==> src/hw/rtl/blr_pkg.sv <==
// blr_pkg: shared codes and reset constants for the line rasterizer
// no dependencies; imported by blr_cfg_regs and the rasterizer core

package blr_pkg;

    typedef enum logic
    {
        KIND_START = 1'b0,
        KIND_NEXT  = 1'b1
    } kind_t;

    localparam int CFG_INDEX_BITS = 2;

    typedef enum logic [CFG_INDEX_BITS-1:0]
    {
        CFG_SCREEN_WIDTH  = 2'd0,
        CFG_SCREEN_HEIGHT = 2'd1
    } cfg_index_t;

    localparam int RESET_SCREEN_WIDTH  = 320;
    localparam int RESET_SCREEN_HEIGHT = 240;

endpackage

==> src/hw/rtl/blr_cfg_regs.sv <==
// blr_cfg_regs: screen size registers written through the config channel
// depends on blr_pkg

module blr_cfg_regs #(
    parameter int SIZE_BITS = 12
) (
    input  logic                               clk,
    input  logic                               rst_n,
    input  logic                               wr_en,
    input  logic [blr_pkg::CFG_INDEX_BITS-1:0] wr_index,
    input  logic [SIZE_BITS-1:0]               wr_data,
    output logic [SIZE_BITS-1:0]               screen_width,
    output logic [SIZE_BITS-1:0]               screen_height
);
    import blr_pkg::*;

    logic [SIZE_BITS-1:0] width_reg;
    logic [SIZE_BITS-1:0] height_reg;

    always_ff @(posedge clk or negedge rst_n)
    begin
        if (!rst_n)
        begin
            width_reg  <= SIZE_BITS'(RESET_SCREEN_WIDTH);
            height_reg <= SIZE_BITS'(RESET_SCREEN_HEIGHT);
        end
        else if (wr_en)
        begin
            case (wr_index)
                CFG_SCREEN_WIDTH:  width_reg  <= wr_data;
                CFG_SCREEN_HEIGHT: height_reg <= wr_data;
                default:           ;
            endcase
        end
    end

    assign screen_width  = width_reg;
    assign screen_height = height_reg;

endmodule

==> src/hw/rtl/blr_line_setup.sv <==
// blr_line_setup: endpoint range check and delta setup for a start item
// combinational; no package dependency

module blr_line_setup #(
    parameter int COORD_BITS = 11
) (
    input  logic signed [COORD_BITS:0]   start_x,
    input  logic signed [COORD_BITS:0]   start_y,
    input  logic signed [COORD_BITS:0]   end_x,
    input  logic signed [COORD_BITS:0]   end_y,
    input  logic        [COORD_BITS:0]   screen_width,
    input  logic        [COORD_BITS:0]   screen_height,
    output logic                         on_screen,
    output logic                         x_decreasing,
    output logic                         y_decreasing,
    output logic                         x_major,
    output logic        [COORD_BITS-1:0] major_delta,
    output logic        [COORD_BITS-1:0] minor_delta,
    output logic signed [COORD_BITS:0]   err_init
);
    logic signed [COORD_BITS:0]   dx;
    logic signed [COORD_BITS:0]   dy;
    logic        [COORD_BITS:0]   dx_neg;
    logic        [COORD_BITS:0]   dy_neg;
    logic        [COORD_BITS-1:0] adx;
    logic        [COORD_BITS-1:0] ady;

    always_comb
    begin
        on_screen = !start_x[COORD_BITS] && ({1'b0, start_x[COORD_BITS-1:0]} < screen_width)
                 && !start_y[COORD_BITS] && ({1'b0, start_y[COORD_BITS-1:0]} < screen_height)
                 && !end_x[COORD_BITS]   && ({1'b0, end_x[COORD_BITS-1:0]}   < screen_width)
                 && !end_y[COORD_BITS]   && ({1'b0, end_y[COORD_BITS-1:0]}   < screen_height);

        dx     = end_x - start_x;
        dy     = end_y - start_y;
        dx_neg = -dx;
        dy_neg = -dy;
        x_decreasing = dx[COORD_BITS];
        y_decreasing = dy[COORD_BITS];
        adx = dx[COORD_BITS] ? dx_neg[COORD_BITS-1:0] : dx[COORD_BITS-1:0];
        ady = dy[COORD_BITS] ? dy_neg[COORD_BITS-1:0] : dy[COORD_BITS-1:0];

        x_major     = adx > ady;
        major_delta = x_major ? adx : ady;
        minor_delta = x_major ? ady : adx;
        err_init    = {2'b00, major_delta[COORD_BITS-1:1]};
    end

endmodule

==> src/hw/rtl/blr_line_step.sv <==
// blr_line_step: one bresenham step from the current pixel to the next
// combinational; no package dependency

module blr_line_step #(
    parameter int COORD_BITS = 11
) (
    input  logic        [COORD_BITS-1:0] pos_x,
    input  logic        [COORD_BITS-1:0] pos_y,
    input  logic                         x_decreasing,
    input  logic                         y_decreasing,
    input  logic                         x_major,
    input  logic        [COORD_BITS-1:0] major_delta,
    input  logic        [COORD_BITS-1:0] minor_delta,
    input  logic signed [COORD_BITS:0]   err,
    output logic        [COORD_BITS-1:0] pos_x_next,
    output logic        [COORD_BITS-1:0] pos_y_next,
    output logic signed [COORD_BITS:0]   err_next
);
    logic signed [COORD_BITS:0]   err_sub;
    logic                         minor_step;
    logic        [COORD_BITS-1:0] x_moved;
    logic        [COORD_BITS-1:0] y_moved;

    always_comb
    begin
        err_sub    = err - $signed({1'b0, minor_delta});
        minor_step = err_sub[COORD_BITS];
        err_next   = minor_step ? err_sub + $signed({1'b0, major_delta}) : err_sub;

        x_moved = x_decreasing ? pos_x - 1'b1 : pos_x + 1'b1;
        y_moved = y_decreasing ? pos_y - 1'b1 : pos_y + 1'b1;

        pos_x_next = (x_major || minor_step) ? x_moved : pos_x;
        pos_y_next = (!x_major || minor_step) ? y_moved : pos_y;
    end

endmodule

==> src/hw/rtl/bresenham_line_rasterizer_core.sv <==
// Bresenham line rasterizer. A start transfer (tuser 0) checks both endpoints
// against the screen size and, if both lie on screen, returns the first endpoint
// at once; each next transfer (tuser 1) returns one more pixel, with tlast on the
// second endpoint. Off-screen starts and next transfers while no line is active
// return nothing. One item is taken every cycle while the result side is not
// stalled; a result passes through the input register and then the result
// register, and the one-step update of the line state sets the single-cycle
// issue rate. Backpressure on the result side stalls the input side.
// blr_pkg, blr_cfg_regs, blr_line_setup, blr_line_step

module bresenham_line_rasterizer_core #(
    parameter int COORD_BITS = 11,
    parameter int COLOR_BITS = 16
) (
    input  logic                               clk,
    input  logic                               rst_n,
    input  logic                               s_axis_tvalid,
    output logic                               s_axis_tready,
    // start_x, start_y, end_x, end_y, ink
    input  logic [((4 * (COORD_BITS + 1) + COLOR_BITS + 7) / 8) * 8 - 1:0] s_axis_tdata,
    // kind
    input  logic                               s_axis_tuser,
    output logic                               m_axis_tvalid,
    input  logic                               m_axis_tready,
    // pixel_x, pixel_y, pixel_color
    output logic [((2 * COORD_BITS + COLOR_BITS + 7) / 8) * 8 - 1:0] m_axis_tdata,
    output logic                               m_axis_tlast,
    input  logic                               cfg_valid,
    output logic                               cfg_ready,
    input  logic [blr_pkg::CFG_INDEX_BITS-1:0] cfg_index,
    input  logic [COORD_BITS:0]                cfg_data
);
    import blr_pkg::*;

    localparam int IN_BITS       = COORD_BITS + 1;
    localparam int IN_RAW_BITS   = 4 * IN_BITS + COLOR_BITS;
    localparam int OUT_RAW_BITS  = 2 * COORD_BITS + COLOR_BITS;
    localparam int OUT_DATA_BITS = ((OUT_RAW_BITS + 7) / 8) * 8;

    // input register
    logic                         in_valid_reg;
    logic                         in_valid_next;
    kind_t                        in_kind_reg;
    logic signed [COORD_BITS:0]   in_start_x_reg;
    logic signed [COORD_BITS:0]   in_start_y_reg;
    logic signed [COORD_BITS:0]   in_end_x_reg;
    logic signed [COORD_BITS:0]   in_end_y_reg;
    logic        [COLOR_BITS-1:0] in_ink_reg;

    // line state
    logic                         busy_reg;
    logic                         busy_next;
    logic        [COORD_BITS-1:0] pos_x_reg;
    logic        [COORD_BITS-1:0] pos_x_next;
    logic        [COORD_BITS-1:0] pos_y_reg;
    logic        [COORD_BITS-1:0] pos_y_next;
    logic                         x_dec_reg;
    logic                         y_dec_reg;
    logic                         x_major_reg;
    logic        [COORD_BITS-1:0] major_reg;
    logic        [COORD_BITS-1:0] minor_reg;
    logic signed [COORD_BITS:0]   err_reg;
    logic signed [COORD_BITS:0]   err_next;
    logic        [COORD_BITS-1:0] left_reg;
    logic        [COORD_BITS-1:0] left_next;
    logic        [COLOR_BITS-1:0] color_reg;

    // result register
    logic                         out_valid_reg;
    logic                         out_valid_next;
    logic        [COORD_BITS-1:0] out_x_reg;
    logic        [COORD_BITS-1:0] out_y_reg;
    logic        [COLOR_BITS-1:0] out_color_reg;
    logic                         out_last_reg;
    logic                         out_last_next;

    logic                         in_xfer;
    logic                         advance;
    logic                         is_start;
    logic                         load_line;
    logic                         step_line;
    logic                         emit;

    logic        [COORD_BITS:0]   screen_width;
    logic        [COORD_BITS:0]   screen_height;

    logic                         setup_ok;
    logic                         setup_x_dec;
    logic                         setup_y_dec;
    logic                         setup_x_major;
    logic        [COORD_BITS-1:0] setup_major;
    logic        [COORD_BITS-1:0] setup_minor;
    logic signed [COORD_BITS:0]   setup_err;

    logic        [COORD_BITS-1:0] step_x;
    logic        [COORD_BITS-1:0] step_y;
    logic signed [COORD_BITS:0]   step_err;

    assign cfg_ready = 1'b1;

    blr_cfg_regs #(
        .SIZE_BITS (IN_BITS)
    ) u_cfg_regs (
        .clk           (clk),
        .rst_n         (rst_n),
        .wr_en         (cfg_valid && cfg_ready),
        .wr_index      (cfg_index),
        .wr_data       (cfg_data),
        .screen_width  (screen_width),
        .screen_height (screen_height)
    );

    blr_line_setup #(
        .COORD_BITS (COORD_BITS)
    ) u_line_setup (
        .start_x       (in_start_x_reg),
        .start_y       (in_start_y_reg),
        .end_x         (in_end_x_reg),
        .end_y         (in_end_y_reg),
        .screen_width  (screen_width),
        .screen_height (screen_height),
        .on_screen     (setup_ok),
        .x_decreasing  (setup_x_dec),
        .y_decreasing  (setup_y_dec),
        .x_major       (setup_x_major),
        .major_delta   (setup_major),
        .minor_delta   (setup_minor),
        .err_init      (setup_err)
    );

    blr_line_step #(
        .COORD_BITS (COORD_BITS)
    ) u_line_step (
        .pos_x        (pos_x_reg),
        .pos_y        (pos_y_reg),
        .x_decreasing (x_dec_reg),
        .y_decreasing (y_dec_reg),
        .x_major      (x_major_reg),
        .major_delta  (major_reg),
        .minor_delta  (minor_reg),
        .err          (err_reg),
        .pos_x_next   (step_x),
        .pos_y_next   (step_y),
        .err_next     (step_err)
    );

    assign advance       = in_valid_reg && (!out_valid_reg || m_axis_tready);
    assign s_axis_tready = !in_valid_reg || advance;
    assign in_xfer       = s_axis_tvalid && s_axis_tready;

    always_comb
    begin
        is_start  = (in_kind_reg == KIND_START);
        load_line = advance && is_start && setup_ok;
        step_line = advance && !is_start && busy_reg;
        emit      = load_line || step_line;

        left_next     = left_reg;
        pos_x_next    = pos_x_reg;
        pos_y_next    = pos_y_reg;
        err_next      = err_reg;
        busy_next     = busy_reg;
        out_last_next = out_last_reg;

        if (load_line)
        begin
            left_next     = setup_major;
            pos_x_next    = in_start_x_reg[COORD_BITS-1:0];
            pos_y_next    = in_start_y_reg[COORD_BITS-1:0];
            err_next      = setup_err;
            out_last_next = (setup_major == '0);
            busy_next     = !out_last_next;
        end
        else if (step_line)
        begin
            left_next     = left_reg - 1'b1;
            pos_x_next    = step_x;
            pos_y_next    = step_y;
            err_next      = step_err;
            out_last_next = (left_next == '0);
            busy_next     = !out_last_next;
        end
        else if (advance && is_start)
        begin
            busy_next = 1'b0;
        end

        in_valid_next = in_xfer ? 1'b1 : (advance ? 1'b0 : in_valid_reg);

        if (emit)
            out_valid_next = 1'b1;
        else if (m_axis_tready)
            out_valid_next = 1'b0;
        else
            out_valid_next = out_valid_reg;
    end

    always_ff @(posedge clk or negedge rst_n)
    begin
        if (!rst_n)
        begin
            in_valid_reg  <= 1'b0;
            busy_reg      <= 1'b0;
            out_valid_reg <= 1'b0;
        end
        else
        begin
            in_valid_reg  <= in_valid_next;
            busy_reg      <= busy_next;
            out_valid_reg <= out_valid_next;
        end
    end

    always_ff @(posedge clk)
    begin
        if (in_xfer)
        begin
            in_kind_reg    <= kind_t'(s_axis_tuser);
            in_start_x_reg <= s_axis_tdata[IN_BITS-1:0];
            in_start_y_reg <= s_axis_tdata[2*IN_BITS-1:IN_BITS];
            in_end_x_reg   <= s_axis_tdata[3*IN_BITS-1:2*IN_BITS];
            in_end_y_reg   <= s_axis_tdata[4*IN_BITS-1:3*IN_BITS];
            in_ink_reg     <= s_axis_tdata[IN_RAW_BITS-1:4*IN_BITS];
        end

        if (load_line)
        begin
            x_dec_reg   <= setup_x_dec;
            y_dec_reg   <= setup_y_dec;
            x_major_reg <= setup_x_major;
            major_reg   <= setup_major;
            minor_reg   <= setup_minor;
            color_reg   <= in_ink_reg;
        end

        pos_x_reg <= pos_x_next;
        pos_y_reg <= pos_y_next;
        err_reg   <= err_next;
        left_reg  <= left_next;

        if (emit)
        begin
            out_x_reg     <= pos_x_next;
            out_y_reg     <= pos_y_next;
            out_color_reg <= load_line ? in_ink_reg : color_reg;
            out_last_reg  <= out_last_next;
        end
    end

    assign m_axis_tvalid = out_valid_reg;
    assign m_axis_tdata  = OUT_DATA_BITS'({out_color_reg, out_y_reg, out_x_reg});
    assign m_axis_tlast  = out_last_reg;

endmodule

==> config.mk <==
export PLATFORM = sky130hd
export DESIGN_NAME = bresenham_line_rasterizer_core
export DESIGN_NICKNAME = d
export VERILOG_FILES = /design/src/hw/rtl/blr_pkg.sv /design/src/hw/rtl/blr_cfg_regs.sv /design/src/hw/rtl/blr_line_setup.sv /design/src/hw/rtl/blr_line_step.sv /design/src/hw/rtl/bresenham_line_rasterizer_core.sv
export SDC_FILE = /design/constraint.sdc
export NUM_CORES = 1
export LEC_CHECK = 0
export BUFFER_PORTS_ARGS = -buffer_cell sky130_fd_sc_hd__buf_2
export CAP_MARGIN = 20
export CORE_MARGIN = 2
export CORE_UTILIZATION = 47
export DETAILED_ROUTE_END_ITERATION = 10
export PLACE_DENSITY = 0.75
export SETUP_SLACK_MARGIN = 0.05
export SLEW_MARGIN = 5
export SYNTH_ARGS = -nofsm -noshare
export SYNTH_HDL_FRONTEND = slang
export SYNTH_SLANG_ARGS = --single-unit
==> constraint.sdc <==
create_clock -name clk -period 4.9 [get_ports clk]
set_input_delay 0.735 -clock clk [delete_from_list [all_inputs] [get_ports clk]]
set_output_delay 0.735 -clock clk [all_outputs]
set_load 0.05 [all_outputs]
==> run summary <==
share of layout cells above drive strength 1 = 23.9%
setup TNS = 0 ps
ANT cells = 0
R2R cell count = 21
drt wl/cell = 17.2 um
DRC violations left = 0
placed insts = 1633
H-tree Lvls = 1
pre-CTS setup slack = -70.5 ps
Post-synth EDFFs = 150
vias = 9344
clock slew at reported path FFs = 70 ps
Synth Warn # = 0
Num CTS Buffers = 24
IO Count = 128
first-pass GRT wire length = 46.0 mm
nets = 1554
antenna-violating nets left = 0
kind of end point of the critical path = flop
critical setup path kind = flop to flop
hold-fix buffer count after cts = 0
clock sink count = 217
post-synthesis register bit count = 217
R2R Path Start = in_start_x_reg[1]
fin crit share = 96.6%
pin count of the biggest net entering global routing = 74
HP Class = primary input to async pin
Post-Layout Cell Count = 1700
Max Freq = 211 MHz
Avg Cell Area, Syn = 10.6 um^2
CTS tree = yes
flop-to-flop setup slack = 160 ps
drt first pass iters = 6
Hold Vio Cnt, Final = 0
DR vias/cell = 5.50
Starting Density = 47.8%
Final Max Slew Viols = 0
worst slew pin tran = 871 ps
Setup crit start kind = flop
core region area = 26000 um^2
Worst Skew = 29.3 ps
Die Span X = 167 um
Max Buffers Root-to-Sink = 3
Crit path required time = 5130 ps
Root Driver = clkbuf_16
CP max FO = 7
post-synthesis cell type count = 74
Final Critical Period = 4740 ps
number of antenna violations at the first check in global routing = 0
max-cap viol count = 0
DP HPWL = 20.9 mm
pwr dens = 471 nW/um^2
reg2reg end = left_reg[9]
# rows = 59
Die H = 167 um
CP arrival = 4960 ps
Skew-Pair Late Insertion Delay = 530 ps
Die Area = 27700 um^2
Synth Instances = 1171
P_leak = 0.00650 uW
worst vdd ir = 304 uV
Overflow after GRT = 0
Area Overhead vs Synth = 20.7%
Worst slew margin = 41.9%
FFs w/ async S/R, synth = 12.4%
fin worst setup slack = 165 ps
gr usage total = 20.1%
Starting DRT DRC Count = 685
WL final = 29.2 mm
Seq/Total Area, Yosys = 48.2%
vias in the first global route = 9277
Final GP Congestion = 0.927
final setup fails = 0
Port-buffer cells = 124
ys flop type = edfxtp_1
status = finished clean
Post-Syn Area = 12400 um^2
Post-Route Utilization = 57.7%
## where the power goes
group | total (uW) | internal (uW) | switching [uW]
Sequential | 2420 | 2300 | 124
Clock | 1850 | 1120 | 728
Combinational | 2780 | 1220 | 1560
Total | 7060 | 4650 | 2410
## layout by cell type, fill, tap and decap left out, types with 6 or more instances in the layout
cell       count
edfxtp_1     150
buf_2        124
nand2_1      114
ha_1         107
inv_1         92
a21oi_1       90
nor2_1        73
o21ai_0       53
buf_4         50
dfxtp_1       40
xnor2_1       34
xor2_1        33
a21o_1        28
nand3_1       25
clkbuf_16     25
dfrtp_1       21
mux2i_1       18
nor3_1        15
mux2_2        14
nand2b_1      13
a31oi_1       13
nand4_1       10
o221ai_1      10
xor2_2         9
a211oi_1       9
o21bai_1       8
clkinv_2       8
nand3b_1       7
xnor2_2        7
inv_2          6
and3_1         6
nor4_1         6
dfstp_2        6
## per-layer routing
| layer | vias to the layer above | track usage, % | share of wire, % |
|---|---|---|---|
| met1 | 4464 | 25.1 | 42 |
| met4 | 0 | 6.67 | 3.0 |
| li1 | 4562 | - | - |
| met5 | - | 0 | 0 |
| met2 | 255 | 36.0 | 51 |
| met3 | 63 | 2.73 | 4.5 |
## stage by stage
step	power, uW	instance area (um^2)	hold slack (ps)
3_3_place_gp	4790	13600	423
5_1_grt	7450	15000	281
3_5_place_dp	4840	13600	432
4_1_cts	6740	14500	247
6_report	7060	15000	233
2_1_floorplan	4100	12400	414
## worst max path at each step
stage	end	cells past startpoint	startpoint
floorplan	m_axis_tlast	21	in_start_x_reg[0]
detailed placement	m_axis_tlast	21	in_start_x_reg[0]
global placement	m_axis_tlast	21	in_start_x_reg[0]
global route	m_axis_tlast	20	in_start_y_reg[4]
finish	left_reg[9]	21	in_start_x_reg[1]
CTS	m_axis_tlast	21	in_start_x_reg[0]
## cell usage after synthesis, types with 7 or more instances
cell | count | area share [%]
edfxtp_1 | 150 | 36
nand2_1 | 119 | 3.6
ha_1 | 117 | 12
inv_1 | 97 | 2.9
a21oi_1 | 92 | 3.7
nor2_1 | 73 | 2.2
o21ai_0 | 56 | 2.3
xor2_1 | 42 | 3.0
dfxtp_1 | 40 | 6.4
xnor2_1 | 40 | 2.8
a21o_1 | 28 | 1.7
nand3_1 | 26 | 1.0
clkbuf_1 | 23 | 0.70
dfrtp_1 | 21 | 4.2
mux2i_1 | 20 | 1.6
nor3_1 | 19 | 0.77
mux2_2 | 14 | 1.3
nand2b_1 | 14 | 0.71
a31oi_1 | 13 | 0.65
a211oi_1 | 11 | 0.67
nand4_1 | 10 | 0.50
o221ai_1 | 10 | 0.71
o21bai_1 | 8 | 0.48
nand3b_1 | 7 | 0.42
nor2b_1 | 7 | 0.35
## area by class of cell
cell class              instances  area [um^2]
inverters                      99          377
well taps                     335          419
clock inverters                13          150
clock buffers                  31          668
repair buffers                181         1090
flip-flops and latches        217         5990
multi-input cells             823         6290
fillers                      2120        11000
repair inverters                1         5.00
## critical path, stage by stage (launching register included)
cell	delay (ps)
edfxtp_1	460
inv_2	110
ha_4	200
nor2b_2	160
o2111ai_2	250
a21oi_2	120
o41ai_4	450
xnor2_2	220
clkinv_4	130
nand2_2	90
xor2_2	210
inv_1	100
ha_1	300
nand4_1	130
nor3_4	220
o21ai_2	80
o211ai_1	130
nand2_2	200
buf_8	190
o21ai_0	430
buf_4	210
mux2i_1	60
## repair_timing
item / 4_1_cts / 5_1_grt
gates cloned: 0 / 1
pin swaps: 1 / 20
endpoints found under the setup margin: 6 / 38
hold endpoints to repair: 0 / 0
gates resized for setup: 4 / 69
setup buffers: 2 / 20
## cell families (layout without fill, tap and decap cells)
logic type                 after synthesis  count (layout)  synth area share, %
other                                    2               3               0.0605
DFF                                    217             217                 48.2
adders and majority gates              123             123                 12.8
AOI/OAI and AO/OA                      265             265                 13.8
and+or+nand+nor                        314             314                 12.0
buffers and inverters                  132             325                 4.21
muxes                                   35              35                 3.06
xor gates and xnor gates                83              83                 5.91
Power figures use the tool's default switching activity.
